--- src/hw/rtl/b64d_pkg.sv ---
// b64d_pkg: shared types, constants and symbol/byte helpers for the base64 decoder.
// Used by b64d_front, b64d_queue, b64d_back and base64_stream_decoder. No dependencies.
package b64d_pkg;

	typedef logic [5:0] sym_t;

	// One decode job: the symbols that its bytes are built from, plus framing.
	typedef struct packed {
		sym_t       a;
		sym_t       b;
		sym_t       c;
		sym_t       d;
		logic [1:0] last_idx;   // index of the final beat of this job (0..2)
		logic       bare;       // end marker only, no decoded byte
		logic       eot;        // job closes the string
	} job_t;

	localparam logic [7:0] PAD_CHAR = 8'h3D;
	localparam logic [1:0] GROUP_FULL = 2'd3;
	localparam logic [1:0] BEAT_0 = 2'd0;
	localparam logic [1:0] BEAT_1 = 2'd1;
	localparam logic [1:0] BEAT_2 = 2'd2;

	localparam logic [5:0] MASK_HI2 = 6'h30;
	localparam logic [5:0] MASK_LO4 = 6'h0F;
	localparam logic [5:0] MASK_MID4 = 6'h3C;
	localparam logic [5:0] MASK_LO2 = 6'h03;

	// Returns {is_symbol, value}.
	function automatic logic [6:0] sym_decode(input logic [7:0] ch);
		logic [7:0] v;
		logic       ok;
		v  = 8'd0;
		ok = 1'b1;
		if (ch >= 8'h41 && ch <= 8'h5A) begin
			v = ch - 8'h41;
		end else if (ch >= 8'h61 && ch <= 8'h7A) begin
			v = ch - 8'h47;
		end else if (ch >= 8'h30 && ch <= 8'h39) begin
			v = ch + 8'h04;
		end else if (ch == 8'h2B) begin
			v = 8'd62;
		end else if (ch == 8'h2F) begin
			v = 8'd63;
		end else begin
			ok = 1'b0;
		end
		return {ok, v[5:0]};
	endfunction

	function automatic logic [7:0] make_byte0(input sym_t a, input sym_t b);
		logic [5:0] t;
		t = b & MASK_HI2;
		return {a, t[5:4]};
	endfunction

	function automatic logic [7:0] make_byte1(input sym_t b, input sym_t c);
		logic [5:0] t;
		logic [5:0] u;
		t = b & MASK_LO4;
		u = c & MASK_MID4;
		return {t[3:0], u[5:2]};
	endfunction

	function automatic logic [7:0] make_byte2(input sym_t c, input sym_t d);
		logic [5:0] t;
		t = c & MASK_LO2;
		return {t[1:0], d};
	endfunction

endpackage

--- src/hw/rtl/b64d_front.sv ---
// b64d_front: accepts characters, classifies them, keeps the partial group and emits jobs.
// Depends on b64d_pkg.
module b64d_front
	import b64d_pkg::*;
(
	input  logic       clk,
	input  logic       arst_n,
	input  logic       fire,        // input beat accepted this cycle
	input  logic [7:0] char_code,
	input  logic       end_of_text,
	output logic       push,
	output job_t       job
);

	sym_t       store_q [3];
	logic [1:0] count_q;
	logic       pad_q;

	logic [6:0] dec;
	logic       is_pad;
	logic       take;
	logic       group;
	sym_t       store_n [3];
	logic [1:0] count_n;

	always_comb begin
		dec    = sym_decode(char_code);
		is_pad = !pad_q && (char_code == PAD_CHAR);
		take   = !pad_q && !is_pad && dec[6];
		group  = take && (count_q == GROUP_FULL);

		for (int i = 0; i < 3; i++) begin
			store_n[i] = (take && count_q == 2'(i)) ? dec[5:0] : store_q[i];
		end
		count_n = group ? 2'd0 : (take ? count_q + 2'd1 : count_q);

		job = '0;
		job.eot = end_of_text;
		if (group) begin
			job.a        = store_q[0];
			job.b        = store_q[1];
			job.c        = store_q[2];
			job.d        = dec[5:0];
			job.last_idx = BEAT_2;
		end else begin
			// flush of a partial group, padded with zero symbols
			job.a = (count_n > 2'd0) ? store_n[0] : '0;
			job.b = (count_n > 2'd1) ? store_n[1] : '0;
			job.c = (count_n > 2'd2) ? store_n[2] : '0;
			job.bare     = (count_n == 2'd0);
			job.last_idx = (count_n == GROUP_FULL) ? BEAT_1 : BEAT_0;
		end
		push = fire && (group || end_of_text);
	end

	always_ff @(posedge clk or negedge arst_n) begin
		if (!arst_n) begin
			count_q <= '0;
			pad_q   <= 1'b0;
			for (int i = 0; i < 3; i++) store_q[i] <= '0;
		end else if (fire) begin
			if (end_of_text) begin
				count_q <= '0;
				pad_q   <= 1'b0;
				for (int i = 0; i < 3; i++) store_q[i] <= '0;
			end else begin
				count_q <= count_n;
				if (is_pad) pad_q <= 1'b1;
				for (int i = 0; i < 3; i++) store_q[i] <= store_n[i];
			end
		end
	end

endmodule

--- src/hw/rtl/b64d_queue.sv ---
// b64d_queue: small job FIFO between the front and back parts.
// Depends on b64d_pkg.
module b64d_queue
	import b64d_pkg::*;
#(
	parameter int DEPTH = 4
) (
	input  logic clk,
	input  logic arst_n,
	input  logic push,
	input  job_t push_job,
	input  logic pop,
	output job_t head,
	output logic not_empty,
	output logic full
);

	localparam int PW = (DEPTH > 1) ? $clog2(DEPTH) : 1;
	localparam int CW = $clog2(DEPTH + 1);

	job_t          mem_q [DEPTH];
	logic [PW-1:0] wr_q;
	logic [PW-1:0] rd_q;
	logic [CW-1:0] cnt_q;

	assign not_empty = (cnt_q != '0);
	assign full      = (cnt_q == CW'(DEPTH));
	assign head      = mem_q[rd_q];

	function automatic logic [PW-1:0] next_ptr(input logic [PW-1:0] p);
		return (p == PW'(DEPTH - 1)) ? '0 : p + PW'(1);
	endfunction

	always_ff @(posedge clk) begin
		if (push) mem_q[wr_q] <= push_job;
	end

	always_ff @(posedge clk or negedge arst_n) begin
		if (!arst_n) begin
			wr_q  <= '0;
			rd_q  <= '0;
			cnt_q <= '0;
		end else begin
			if (push) wr_q <= next_ptr(wr_q);
			if (pop) rd_q <= next_ptr(rd_q);
			if (push && !pop) cnt_q <= cnt_q + CW'(1);
			else if (pop && !push) cnt_q <= cnt_q - CW'(1);
		end
	end

endmodule

--- src/hw/rtl/b64d_back.sv ---
// b64d_back: walks the head job one beat per cycle if out_ready; forms decoded bytes.
// Depends on b64d_pkg.
module b64d_back
	import b64d_pkg::*;
(
	input  logic       clk,
	input  logic       arst_n,
	input  job_t       head,
	input  logic       have_job,
	input  logic       out_ready,
	output logic       pop,
	output logic       out_valid,
	output logic [7:0] data_byte,
	output logic       byte_valid,
	output logic       last_of_item,
	output logic       end_of_output
);

	logic [1:0] idx_q;
	logic       fire;
	logic       at_last;

	always_comb begin
		case (idx_q)
			BEAT_0: data_byte = make_byte0(head.a, head.b);
			BEAT_1: data_byte = make_byte1(head.b, head.c);
			BEAT_2: data_byte = make_byte2(head.c, head.d);
			default: data_byte = '0;
		endcase
		at_last       = (idx_q == head.last_idx);
		out_valid     = have_job;
		byte_valid    = !head.bare;
		last_of_item  = at_last;
		end_of_output = at_last && head.eot;
		fire          = have_job && out_ready;
		pop           = fire && at_last;
	end

	always_ff @(posedge clk or negedge arst_n) begin
		if (!arst_n) begin
			idx_q <= BEAT_0;
		end else if (pop) begin
			idx_q <= BEAT_0;
		end else if (fire) begin
			idx_q <= idx_q + 2'd1;
		end
	end

endmodule

--- src/hw/rtl/base64_stream_decoder.sv ---
// base64_stream_decoder: top level; front classifier, job queue and byte sequencer.
// Depends on b64d_pkg, b64d_front, b64d_queue, b64d_back.
// Throughput: one character beat per cycle while the queue is not full;
// output runs one byte beat per cycle while out_ready is high.
// Reset (arst_n low, async): clears group state, pad flag, queue and beat index.
module base64_stream_decoder
	import b64d_pkg::*;
#(
	parameter int QUEUE_DEPTH = 4
) (
	input  logic       clk,
	input  logic       arst_n,
	// character channel
	input  logic       in_valid,
	output logic       in_ready,
	input  logic [7:0] char_code,
	input  logic       end_of_text,
	// byte channel
	output logic       out_valid,
	input  logic       out_ready,
	output logic [7:0] data_byte,
	output logic       byte_valid,
	output logic       last_of_item,
	output logic       end_of_output
);

	// Front: every character beat is taken while the queue has room. Skipped
	// characters and those after '=' only touch state; a completed group or
	// the end mark produces one job (up to three output beats).
	// Back: drains the head job one beat a cycle while out_ready is high; a
	// full group gives three beats while the front keeps taking characters into
	// the queue. Sustained input rate is bounded by output: 3 beats per 4
	// symbols on average, so one char per cycle keeps up on typical streams.

	logic q_full;
	logic q_has;
	logic push;
	logic pop;
	logic in_fire;
	job_t new_job;
	job_t head_job;

	assign in_ready = !q_full;
	assign in_fire  = in_valid && in_ready;

	b64d_front u_front (
		.clk         (clk),
		.arst_n      (arst_n),
		.fire        (in_fire),
		.char_code   (char_code),
		.end_of_text (end_of_text),
		.push        (push),
		.job         (new_job)
	);

	b64d_queue #(
		.DEPTH (QUEUE_DEPTH)
	) u_queue (
		.clk       (clk),
		.arst_n    (arst_n),
		.push      (push),
		.push_job  (new_job),
		.pop       (pop),
		.head      (head_job),
		.not_empty (q_has),
		.full      (q_full)
	);

	b64d_back u_back (
		.clk           (clk),
		.arst_n        (arst_n),
		.head          (head_job),
		.have_job      (q_has),
		.out_ready     (out_ready),
		.pop           (pop),
		.out_valid     (out_valid),
		.data_byte     (data_byte),
		.byte_valid    (byte_valid),
		.last_of_item  (last_of_item),
		.end_of_output (end_of_output)
	);

endmodule

--- config.mk ---
export PLATFORM = sky130hd
export DESIGN_NAME = base64_stream_decoder
export DESIGN_NICKNAME = d
export VERILOG_FILES = /design/src/hw/rtl/b64d_pkg.sv /design/src/hw/rtl/b64d_front.sv /design/src/hw/rtl/b64d_queue.sv /design/src/hw/rtl/b64d_back.sv /design/src/hw/rtl/base64_stream_decoder.sv
export SDC_FILE = /design/constraint.sdc
export NUM_CORES = 1
export LEC_CHECK = 0
export BUFFER_PORTS_ARGS = -buffer_cell sky130_fd_sc_hd__clkbuf_2
export CAP_MARGIN = 20
export CORE_MARGIN = 1
export CORE_UTILIZATION = 40
export DETAILED_ROUTE_END_ITERATION = 8
export PLACE_DENSITY = 0.64
export SLEW_MARGIN = 10
export SYNTH_ARGS = -nofsm -noshare
export SYNTH_HDL_FRONTEND = slang
export SYNTH_HIERARCHICAL = 1
export SYNTH_SLANG_ARGS = --single-unit
--- constraint.sdc ---
create_clock -name clk -period 3.3 [get_ports clk]
set_input_delay 0.66 -clock clk [delete_from_list [all_inputs] [get_ports clk]]
set_output_delay 0.66 -clock clk [all_outputs]
set_load 0.05 [all_outputs]
Yosys cells after proc, flatten, opt, wreduce, memory -nomap -nowiden
Memory sizes are Yosys's and may differ from the RTL's.
Index checks and enable logic that the tools add are counted.

storage, ports and cells
  memories kept = 1
  register bits after elaboration = 30
  output and inout bits = 13
  input port bits = 13
  memory bits (writable) = 112
  word-level logic and storage cells = 109

memory list
  memory         words  width  read ports  clocked after Yosys merged registers in  write ports  line              RTL
  u_queue.mem_q  4      28     1           0                                        1            b64d_queue.sv:21  job_t mem_q [DEPTH];

cells by class
  mux-type cells = 36
  add/sub/neg operators = 9
  equal/unequal tests = 13
  order comparisons = 9
  reduce and logical (&&, ||, !) cells = 32

operators with widths
  cell                                                             count
  2-to-1 mux 6 bit                                                 12
  2-to-1 mux 18 bit                                                2
  equality test 8 x 6 -> 1 bit (second input constant)             3
  one-hot mux 8 bit (3 select lines)                               1
  logical AND 1 bit                                                17
  >= comparator 8 x 7 -> 1 bit (second input constant)             2
  less-or-equal comparator 8 x 7 -> 1 bit (second input constant)  2
  2-to-1 mux 2 bit                                                 8
  equality test 2 bit (second input constant)                      6
  2-to-1 mux 1 bit                                                 11
  adder 2 x 1 -> 2 bit (second input constant)                     4
  >= comparator 8 x 6 -> 1 bit (second input constant)             1
  less-or-equal comparator 8 x 6 -> 1 bit (second input constant)  1
  adder 6 x 3 -> 6 bit (second input constant)                     1
  zero test 1 bit                                                  6
  zero test 2 bit                                                  3
  2-to-1 mux 3 bit                                                 2
  nonzero test 2 bit                                               3
  subtractor 6 x 1 -> 6 bit (second input constant)                1
  subtractor 6 x 3 -> 6 bit (second input constant)                1
  equality test 2 x 1 -> 1 bit (second input constant)             2
  greater-than comparator 2 x 1 -> 1 bit (second input constant)   2
  adder 3 x 1 -> 3 bit (second input constant)                     1
  equality test 3 bit (second input constant)                      1
  other kinds (6)                                                  6

Logic depth before layout (Yosys ltp)
Gate-level depths: netlist of the first run.

  depth in word-level cells = 14
  depth in mapped cells = 19
  mapped depth without buffers = 15

By module
The synthesis of the first run kept the hierarchy.

by module, submodules not included
  module                 instances  area each (µm²)  cells each  sequential area each (µm²)
  b64d_queue             1          4459.3           183         3538.4
  b64d_front             1          1871.8           201         525.5
  b64d_back              1          312.8            41          50.0
  base64_stream_decoder  1          10.0             2           0.0

Least setup slack after synthesis of the first run
No wires, ideal clock.

  kind = input to register
  from = input char_code[2]
  to = memory u_queue/mem_q[1][0] (netlist name), enable pin
  setup time = 0.387 ns
  stages on the path = 13
  arrival = 3.392 ns
  required time = 2.913 ns
  buffers on the path = 3
  setup slack = -0.480 ns
  cell sequence = buf_2 inv_1 ha_1 a21oi_1 a211oi_2 o31ai_2 o31a_1 buf_6 buf_6 nand2_1 inv_2 o21a_1 and2_1

between the ends
  word-level cells in the longest chain between the ends = 12
  elaborated cells on any way between the ends = 26
  those cells by class = 6 x order compare; 3 x eq/ne; 7 x mux; 10 x reduce/logical

ends and longest elaborated chain
  element                                                               line                         RTL
  start, declared                                                       base64_stream_decoder.sv:16  input logic [7:0] char_code,
  branches (longest 6 deep; another with >= comparator 8 x 6 -> 1 bit)  n/a
  logical AND 1 bit *                                                   b64d_front.sv:29             take = !pad_q && !is_pad && dec[6];
  logical AND 1 bit *                                                   b64d_front.sv:30             group = take && (count_q == GROUP_FULL);
  net u_front.group                                                     b64d_front.sv:22             logic group;
  logical OR 1 bit *                                                    b64d_front.sv:53             push = fire && (group || end_of_text);
  logical AND 1 bit *                                                   b64d_front.sv:53
  net push                                                              base64_stream_decoder.sv:37  logic push;
  2-to-1 mux 1 bit *                                                    b64d_queue.sv:35             if (push) mem_q[wr_q] <= push_job;
  2-to-1 mux 1 bit (implied by the code) *                              b64d_queue.sv:35
  end, declared                                                         b64d_queue.sv:21

Mark *: on every way through the listed nets, which the timed path passes.

==> results of run 1 <==
## cells by family after synthesis
| group | count (synthesis) | share of synthesized area |
|---|---|---|
| AO/OA/AOI/OAI | 89 | 0.109 |
| XOR/XNOR | 8 | 0.0117 |
| adder cells (fa/ha/maj) | 24 | 0.0463 |
| buffers and inverters | 39 | 0.0318 |
| flip-flops | 142 | 0.618 |
| multiplexers | 35 | 0.107 |
| AND/OR/NAND/NOR | 90 | 0.0765 |
## sequential cells by signal, indices dropped and copies added, names as in the netlist
register / cells
u_queue/cnt_q: 3
u_back/idx_q: 2
u_queue/wr_q: 2
u_front/count_q: 2
u_queue/mem_q: 112
u_front/store_q: 18
u_front/pad_q: 1
u_queue/rd_q: 2
## worst max-delay path by stage
stage,from,end,depth (start not counted)
after global routing,u_queue/rd_q[0]$_DFFE_PN0P_,data_byte[1],5
after CTS,u_queue/rd_q[0]$_DFFE_PN0P_,data_byte[4],5
after floorplan,char_code[2],u_queue/cnt_q[1]$_DFFE_PN0P_,16
after global placement,char_code[2],u_queue/cnt_q[1]$_DFFE_PN0P_,13
final,u_queue/rd_q[0]$_DFFE_PN0P_,data_byte[7],5
after detailed placement,char_code[1],u_queue/cnt_q[2]$_DFFE_PN0P_,16
## power breakdown
| part | leakage [nW] | total [W] | internal (W) | switching (W) |
|---|---|---|---|---|
| Combinational | 1.23 | 0.00211 | 0.000811 | 0.00130 |
| Sequential | 1.41 | 0.00229 | 0.00216 | 0.000134 |
| Clock | 0.278 | 0.00184 | 0.00109 | 0.000754 |
## cell usage after synthesis, drive strengths merged, types with 6 or more instances
library cell | n | area, µm²
a22o | 20 | 175
inv | 20 | 75.1
edfxtp | 112 | 3360
nor2b | 8 | 50.1
o2bb2ai | 17 | 149
nand3 | 7 | 35.0
nor3b | 7 | 52.6
buf | 15 | 120
a222oi | 8 | 80.1
and3 | 6 | 37.5
dfrtp | 30 | 751
o21ai | 13 | 65.1
mux4 | 28 | 631
and2 | 10 | 62.6
nor3 | 6 | 30.0
nor2 | 20 | 75.1
nand2 | 13 | 48.8
ha | 23 | 288
a21oi | 7 | 35.0
## area by class of cell
cell class | count | share of cell area
Clock buffer | 19 | 0.0569
Clock inverter | 13 | 0.0168
Inverter | 20 | 0.0107
Multi-Input combinational cell | 246 | 0.305
Sequential cell | 142 | 0.517
Tap cell | 216 | 0.0340
Timing Repair Buffer | 61 | 0.0591
## per-layer routing
layer  share of wire  wire length, µm
met1            0.45             6240
met2            0.50             6870
met3           0.034              476
met4           0.016              218
met5               0                0
## through the flow
stage / instances / total power [W] / setup TNS (ns) / cell area [µm²]
2_1_floorplan: 427 / 0.00393 / -0.0395 / 6780
3_3_place_gp: 685 / 0.00442 / 0 / 7370
4_1_cts: 717 / 0.00632 / 0 / 7960
6_report: 717 / 0.00624 / 0 / 7960
3_5_place_dp: 685 / 0.00446 / 0 / 7370
5_1_grt: 717 / 0.00656 / 0 / 7960
==> results by group, run 1 <==
Synth
  • Net Count, Synth: 464
  • Seq cells post-synth: 142
  • Warnings, synthesis: 6
  • Syn Std Cell Area: 6650 µm²
  • Synthesized instance count: 427
  • Sequential cell area fraction in the yosys report: 0.618
  • Post-synth EDFFs: 112
  • Ys flop type: edfxtp_1
  • Avg Inst Size Synth: 15.6 µm²
  • Post-synth cell types: 61
  • Asr flop ratio synth: 0.211

Critical path
  • Worst path slowest cell: mux4_2
  • Crit-path cells: buf_12 -> mux4_2 -> a222oi_1 -> nor2_1 -> clkbuf_2
  • Flop-to-flop setup slack: 0.57 ns
  • CP top delay family: multiplexers
  • Reg2reg start: u_queue/rd_q[0]$_DFFE_PN0P_
  • Worst Path Max Fanout: 24
  • Max stage delay on crit path: 0.54 ns
  • RR Endpoint: u_queue/cnt_q[1]$_DFFE_PN0P_
  • Startpoint Class: flop
  • Critical path class: reg2out
  • WP data required: 2.64 ns
  • Worst path bufs/invs: 2
  • Arrival time at the worst endpoint: 2.48 ns
  • Reg2Reg Depth: 9
  • Setup crit end kind: primary output

Global route
  • Met3 GRT Util: 0.0379
  • Largest net degree at the start of global routing: 31
  • First-pass GRT wire length: 22000 µm
  • Total Routing Usage GR: 0.177
  • Total grt overflow: 0
  • GR Util met2: 0.290
  • Vias in the first global route: 3989
  • Global Route met1 Usage: 0.232
  • GR peak layer: met2
  • Antenna violations before repair: 0

Clock tree
  • Root Driver: clkbuf_16
  • # H-tree levels: 4
  • TritonCTS Buffers: 17
  • Clk sink count: 142
  • CTS tree: yes
  • Clock slew at reported path FFs: 0.06 ns
  • Hold_buf cts: 0
  • Clk Latency, worst-skew pair: 0.42 ns
  • Post-CTS sizing: 0
  • Clk buf depth: 2
  • Postcts setup bufs: 0

Routing
  • Vias per cell: 5.50
  • DRC: 0
  • First-iteration detailed-routing DRC count: 323
  • Drt pass-1 iters: 6
  • Routed WL: 13800 µm
  • Via Count: 3944
  • DRT antenna net count: 0
  • DR WL/cell: 19.2 µm

Floorplan
  • Die ar.: 17200 µm²
  • Initial Util: 0.414
  • Die Height: 131 µm
  • CORE AREA: 16100 µm²
  • Top Ports: 26
  • Row count: 46
  • Die W: 131 µm

Timing
  • Hold slack: 0.328 ns
  • Final Cycle Share: 0.951
  • Worst Tran Pin Value: 0.837 ns
  • F_max: 318 MHz
  • Relative slew slack: 0.442
  • Minimum clock period: 3.14 ns
  • Post-route setup slack: 0.160 ns
  • Final count of pins violating max slew: 0
  • Clock skew: 0.00659 ns
  • Count of final setup violators: 0
  • Final hold vios: 0
  • RSZ-0062 raised after global routing: false

Final layout
  • FF+latch area: 4120 µm²
  • # fillers: 1327
  • Fin util: 0.496
  • Most frequent cells in the layout: edfxtp_1, buf_4, dfrtp_1
  • Multi-input gate area: 2430 µm²
  • Ant diodes: 0
  • Layout cell share with drive strength beyond 1: 0.307
  • Most common cell after layout, fill and taps aside: edfxtp_1
  • Final net count: 525
  • Synthesis-to-layout area growth: 19.6%

Pwr
  • Power Density: 785 nW/µm²
  • VDD IR max: 0.439 mV
  • Pleak: 2.92 nW

Placement
  • Worst slack, placed: 0.00939 ns
  • RD Place Congestion: 0.826
  • Final HPWL DP: 9230 µm
  • PortBufs: 25

Status
  • Status: complete, no violations

Min path
  • Tightest Hold Check Type: in2async

Run
  • Max Cap Viol: 0
Power figures use the tool's default switching activity.
==> inputs of run 2 (changes only) <==
--- a/config.mk
+++ b/config.mk
@@ -11,6 +11,7 @@
 export CORE_UTILIZATION = 40
 export DETAILED_ROUTE_END_ITERATION = 8
 export PLACE_DENSITY = 0.64
+export SETUP_SLACK_MARGIN = 0.3
 export SLEW_MARGIN = 10
 export SYNTH_ARGS = -nofsm -noshare
 export SYNTH_HDL_FRONTEND = slang
==> constraint.sdc (replaced) <==
create_clock -name clk -period 3.7 [get_ports clk]
set_input_delay 0.74 -clock clk [delete_from_list [all_inputs] [get_ports clk]]
set_output_delay 0.74 -clock clk [all_outputs]
set_load 0.05 [all_outputs]
==> results by group, run 2 (synthesis results as in run 1) <==
Status
  • Status: complete, no violations (unchanged)

Critical path
  • Setup crit end kind: primary output (unchanged)
  • Worst Path Max Fanout: 24 (unchanged)
  • Critical path class: reg2out (unchanged)
  • Arrival time at the worst endpoint: 2.47 ns (was 2.48 ns)
  • WP data required: 2.96 ns (was 2.64 ns)
  • Startpoint Class: flop (unchanged)

Floorplan
  • Die ar.: 17200 µm² (unchanged)
  • Die Height: 131 µm (unchanged)
  • Initial Util: 0.414 (unchanged)
  • Top Ports: 26 (unchanged)
  • Row count: 46 (unchanged)
  • Die W: 131 µm (unchanged)
  • CORE AREA: 16100 µm² (unchanged)

Global route
  • Total Routing Usage GR: 0.178 (was 0.177)
  • Largest net degree at the start of global routing: 31 (unchanged)
  • Total grt overflow: 0 (unchanged)
  • First-pass GRT wire length: 22000 µm (about the same)
  • Vias in the first global route: 3975 (was 3989)
  • Antenna violations before repair: 0 (unchanged)

Clock tree
  • Clk sink count: 142 (unchanged)
  • TritonCTS Buffers: 17 (unchanged)
  • CTS tree: yes (unchanged)
  • Clk buf depth: 2 (unchanged)
  • Post-CTS sizing: 0 (unchanged)
  • Clk Latency, worst-skew pair: 0.41 ns (was 0.42 ns)
  • Hold_buf cts: 0 (unchanged)
  • Root Driver: clkbuf_16 (unchanged)
  • Postcts setup bufs: 0 (unchanged)
  • # H-tree levels: 4 (unchanged)
  • Clock slew at reported path FFs: 0.05 ns (was 0.06 ns)

Pwr
  • Power Density: 697 nW/µm² (was 785 nW/µm²)
  • Switching share of power: 0.345 (was 0.350)
  • Logic gate share of total power: 0.342 (was 0.338)
  • Clock power frac: 0.279 (was 0.295)
  • Net Switching: 0.00187 W (was 0.00219 W)
  • Final Power: 0.00540 W (was 0.00624 W)
  • Pint: 0.00353 W (was 0.00406 W)
  • Seq pwr share: 0.379 (was 0.367)
  • VDD IR max: 0.376 mV (was 0.439 mV)
  • Pleak: 2.82 nW (was 2.92 nW)

Final layout
  • Synthesis-to-layout area growth: 16.4% (was 19.6%)
  • Biggest regs: u_queue/mem_q: 112 flops, u_front/store_q: 18 flops, u_queue/cnt_q: 3 flops (unchanged)
  • Most frequent cells in the layout: edfxtp_1, dfrtp_1, mux4_2 (was edfxtp_1, buf_4, dfrtp_1)
  • Layout cell share with drive strength beyond 1: 0.265 (was 0.307)
  • Final net count: 511 (was 525)
  • Most flops, register: u_queue/mem_q (unchanged)
  • # fillers: 1360 (was 1327)
  • Ant diodes: 0 (unchanged)
  • Most common cell after layout, fill and taps aside: edfxtp_1 (unchanged)
  • Fin util: 0.482 (was 0.496)
  • Max reg flops: 112 (unchanged)

Run
  • Max Cap Viol: 0 (unchanged)

Routing
  • Vias per cell: 5.64 (was 5.50)
  • First-iteration detailed-routing DRC count: 443 (was 323)
  • DRT antenna net count: 0 (unchanged)
  • DRC: 0 (unchanged)
  • Via Count: 3962 (was 3944)
  • Routed WL: 14000 µm (was 13800 µm)
  • Drt pass-1 iters: 4 (was 6)
  • DR WL/cell: 19.9 µm (was 19.2 µm)

Timing
  • RSZ-0062 raised after global routing: false (unchanged)
  • Relative slew slack: 0.490 (was 0.442)
  • Clock skew: 0.00643 ns (was 0.00659 ns)
  • F_max: 312 MHz
  • Final hold vios: 0 (unchanged)
  • Final Cycle Share: 0.867
  • Post-route setup TNS: 0 ns (unchanged)
  • Minimum clock period: 3.21 ns
  • Post-route setup slack: 0.491 ns (was 0.160 ns)
  • Final count of pins violating max slew: 0 (unchanged)
  • Count of final setup violators: 0 (unchanged)
  • Worst Tran Pin Value: 0.765 ns (was 0.837 ns)

Placement
  • RD Place Congestion: 0.851 (was 0.826)
  • Final HPWL DP: 9350 µm (was 9230 µm)
  • Worst slack, placed: 0.0782 ns (was 0.00939 ns)
  • PortBufs: 25 (unchanged)

Min path
  • Tightest Hold Check Type: in2async (unchanged)
## run 2: routing by layer
metal	track usage	up-vias	wire, µm
met5	0	-	0
met2	0.294	109	6920
met1	0.232	2038	6100
met4	0.0717	0	272
li1	-	1794	-
met3	0.0326	21	714
## run 2: critical path: stages, from the launching register on
cell and delay, ns:
dfrtp_2 0.50, buf_12 0.27, mux4_2 0.53, a222oi_1 0.41, nor2_1 0.08, clkbuf_2 0.25
## run 2: power by group through the flow
stage | Combinational [W] | Clock, W | Sequential, W
after floorplan | 0.00146 | 0 | 0.00202
after global placement | 0.00184 | 0 | 0.00206
after detailed placement | 0.00187 | 0 | 0.00208
after CTS | 0.00187 | 0.00153 | 0.00205
after global routing | 0.00201 | 0.00159 | 0.00207
final | 0.00185 | 0.00151 | 0.00205
## run 2: final timing paths
path | startpoint | to | slack (ns) | cells past startpoint
min | arst_n | u_back/idx_q[0]$_DFFE_PN0P_ | 0.39 | 1
min in group clk | u_front/store_q[6]$_DFFE_PN0P_ | u_front/store_q[6]$_DFFE_PN0P_ | 0.49 | 1
max | u_queue/rd_q[0]$_DFFE_PN0P_ | data_byte[4] | 0.49 | 5
max in group asynchronous | arst_n | u_queue/rd_q[0]$_DFFE_PN0P_ | 2.78 | 1
max reg2reg | u_queue/rd_q[0]$_DFFE_PN0P_ | u_queue/cnt_q[1]$_DFFE_PN0P_ | 0.70 | 8
min reg2reg | u_front/store_q[6]$_DFFE_PN0P_ | u_front/store_q[6]$_DFFE_PN0P_ | 0.49 | 1
## run 2: layout make-up
class,count,area [µm²],share of cell area
Clock buffer,24,493,0.0636
Clock inverter,8,41.3,0.00533
Inverter,20,82.6,0.0107
Multi-Input combinational cell,246,2390,0.309
Sequential cell,142,4120,0.531
Tap cell,216,270,0.0349
Timing Repair Buffer,47,353,0.0455
## run 2: through the flow
stage,std cells,cell area (µm²),hold WS [ns]
floorplan,427,6730,0.444
global placement,671,7210,0.469
detailed placement,671,7210,0.474
CTS,703,7750,0.414
global route,703,7750,0.467
finish,703,7750,0.392
==> inputs of run 3 (changes only) <==
--- a/config.mk
+++ b/config.mk
@@ -8,9 +8,10 @@
 export BUFFER_PORTS_ARGS = -buffer_cell sky130_fd_sc_hd__clkbuf_2
 export CAP_MARGIN = 20
 export CORE_MARGIN = 1
-export CORE_UTILIZATION = 40
+export CORE_UTILIZATION = 45
+export CTS_CLUSTER_DIAMETER = 100
 export DETAILED_ROUTE_END_ITERATION = 8
-export PLACE_DENSITY = 0.64
+export PLACE_DENSITY = 0.69
 export SETUP_SLACK_MARGIN = 0.3
 export SLEW_MARGIN = 10
 export SYNTH_ARGS = -nofsm -noshare
==> results by group, run 3 (synthesis results as in run 1) <==
Status
  • Status: complete, no violations (unchanged)

Critical path
  • Startpoint Class: flop (unchanged)
  • Critical path class: reg2out (unchanged)
  • Arrival time at the worst endpoint: 2.45 ns (was 2.47 ns)
  • Max stage delay on crit path: 0.53 ns (about the same)
  • Crit-path cells: buf_12 -> mux4_2 -> a222oi_1 -> nor2_1 -> clkbuf_2 (unchanged)
  • Worst Path Max Fanout: 24 (unchanged)
  • Setup crit end kind: primary output (unchanged)
  • WP data required: 2.96 ns (about the same)
  • Worst path slowest cell: mux4_2 (unchanged)

Final layout
  • Max reg flops: 112 (unchanged)
  • Multi-input gate area: 2390 µm² (unchanged)
  • Layout cell share with drive strength beyond 1: 0.271 (was 0.265)
  • FF+latch area: 4120 µm² (unchanged)
  • Biggest regs: u_queue/mem_q: 112 flops, u_front/store_q: 18 flops, u_queue/cnt_q: 3 flops (unchanged)
  • Most flops, register: u_queue/mem_q (unchanged)
  • Most common cell after layout, fill and taps aside: edfxtp_1 (unchanged)
  • Synthesis-to-layout area growth: 16.8% (was 16.4%)
  • Final net count: 511 (unchanged)
  • Most frequent cells in the layout: edfxtp_1, dfrtp_1, mux4_2 (unchanged)
  • # fillers: 1170 (was 1360)
  • Ant diodes: 0 (unchanged)

Routing
  • DRT antenna net count: 0 (unchanged)
  • First-iteration detailed-routing DRC count: 345 (was 443)
  • Vias per cell: 5.88 (was 5.64)
  • Drt pass-1 iters: 5 (was 4)
  • DRC: 0 (unchanged)
  • Via Count: 3948 (was 3962)
  • Routed WL: 14000 µm (about the same)
  • DR WL/cell: 20.8 µm (was 19.9 µm)

Floorplan
  • Die ar.: 15300 µm² (was 17200 µm²)
  • CORE AREA: 14500 µm² (was 16100 µm²)
  • Top Ports: 26 (unchanged)
  • Initial Util: 0.460 (was 0.414)
  • Die Height: 124 µm (was 131 µm)
  • Die W: 124 µm (was 131 µm)
  • Row count: 44 (was 46)

Placement
  • Final HPWL DP: 9280 µm (was 9350 µm)
  • PortBufs: 25 (unchanged)
  • RD Place Congestion: 0.844 (was 0.851)

Timing
  • Post-route setup TNS: 0 ns (unchanged)
  • Final hold vios: 0 (unchanged)
  • Relative slew slack: 0.459 (was 0.490)
  • Worst Tran Pin Value: 0.811 ns (was 0.765 ns)
  • F_max: 313 MHz (was 312 MHz)
  • Final count of pins violating max slew: 0 (unchanged)
  • Clock skew: 0.00723 ns (was 0.00643 ns)
  • Final Cycle Share: 0.863 (was 0.867)
  • Minimum clock period: 3.19 ns (was 3.21 ns)
  • Count of final setup violators: 0 (unchanged)
  • RSZ-0062 raised after global routing: false (unchanged)

Pwr
  • Pint: 0.00368 W (was 0.00353 W)
  • Switching share of power: 0.343 (was 0.345)
  • VDD IR max: 0.353 mV (was 0.376 mV)
  • Final Power: 0.00560 W (was 0.00540 W)
  • Logic gate share of total power: 0.330 (was 0.342)
  • Pleak: 2.84 nW (was 2.82 nW)
  • Power Density: 720 nW/µm² (was 697 nW/µm²)
  • Clock power frac: 0.306 (was 0.279)
  • Seq pwr share: 0.364 (was 0.379)
  • Net Switching: 0.00192 W (was 0.00187 W)

Clock tree
  • Clk sink count: 142 (unchanged)
  • Root Driver: clkbuf_16 (unchanged)
  • Clk Latency, worst-skew pair: 0.41 ns (about the same)
  • # H-tree levels: 4 (unchanged)
  • Clk buf depth: 2 (unchanged)
  • Hold_buf cts: 0 (unchanged)
  • Postcts setup bufs: 0 (unchanged)
  • Clock slew at reported path FFs: 0.06 ns (was 0.05 ns)
  • TritonCTS Buffers: 17 (unchanged)
  • CTS tree: yes (unchanged)
  • Post-CTS sizing: 0 (unchanged)

Global route
  • GR peak layer: met2 (unchanged)
  • First-pass GRT wire length: 21900 µm (was 22000 µm)
  • Met3 GRT Util: 0.0476 (was 0.0326)
  • Antenna violations before repair: 0 (unchanged)
  • Largest net degree at the start of global routing: 31 (unchanged)
  • Vias in the first global route: 3944 (was 3975)
  • GR Util met2: 0.319 (was 0.294)
  • Total grt overflow: 0 (unchanged)
  • Total Routing Usage GR: 0.198 (was 0.178)
  • Global Route met1 Usage: 0.256 (was 0.232)

Run
  • Max Cap Viol: 0 (unchanged)

Min path
  • Tightest Hold Check Type: in2async (unchanged)
## run 3: changes by cell type in the layout (fill, tap and decap cells not counted), sizes merged
cell      change
bufinv        +3
clkbuf        -5
clkinv        -2
clkinvlp      +2
inv           +2
## run 3: power by group through the flow
stage	logic [W]	clock network [W]	registers (W)
6_report	0.00185	0.00171	0.00204
2_1_floorplan	0.00146	0	0.00202
3_5_place_dp	0.00186	0	0.00208
3_3_place_gp	0.00183	0	0.00206
4_1_cts	0.00187	0.00174	0.00204
5_1_grt	0.00199	0.00180	0.00206
## run 3: through the flow
stage	cell area (µm²)	hold slack, ns	setup WS, ns	util	cells
2_1_floorplan	6730	0.444	0.281	-	427
3_3_place_gp	7170	0.466	0.155	0.495	639
3_5_place_dp	7170	0.474	0.0707	0.495	639
5_1_grt	7770	0.468	0.340	0.537	671
4_1_cts	7770	0.427	0.464	0.537	671
6_report	7770	0.409	0.506	0.537	671
## run 3: path summary, 6_finish.rpt
kind                                                    from                            to  slack (ns)  cells after the start
worst max-delay path             u_queue/rd_q[0]$_DFFE_PN0P_                  data_byte[0]        0.51                      5
worst min-delay path                                  arst_n   u_queue/rd_q[1]$_DFFE_PN0P_        0.41                      1
worst max register to register   u_queue/rd_q[0]$_DFFE_PN0P_  u_queue/cnt_q[1]$_DFFE_PN0P_        0.78                      8
worst min register to register  u_queue/cnt_q[2]$_DFFE_PN0P_  u_queue/cnt_q[2]$_DFFE_PN0P_        0.49                      1
max in group asynchronous                             arst_n   u_queue/rd_q[0]$_DFFE_PN0P_        2.74                      1
min in group clk                u_queue/cnt_q[2]$_DFFE_PN0P_  u_queue/cnt_q[2]$_DFFE_PN0P_        0.49                      1
## run 3: final cells by class
type / count / share of cell area
sequential: 142 / 0.530
clock inverter: 13 / 0.0213
clock buffer: 19 / 0.0557
tap: 184 / 0.0296
timing repair buffer: 47 / 0.0454
inverter: 20 / 0.0106
multi-input combinational: 246 / 0.308
## run 3: worst max-delay path, delay by kind of cell, from the launching register on
family	cells	cell delay, ns
AO/OA/AOI/OAI	1	0.40
buffers and inverters	2	0.51
AND/OR/NAND/NOR	1	0.08
flip-flops	1	0.51
multiplexers	1	0.53
## run 3: routing by layer
metal | share of wire | routed length (µm)
met5 | 0 | 0
met4 | 0.023 | 328
met3 | 0.047 | 658
met2 | 0.50 | 6980
met1 | 0.43 | 6010
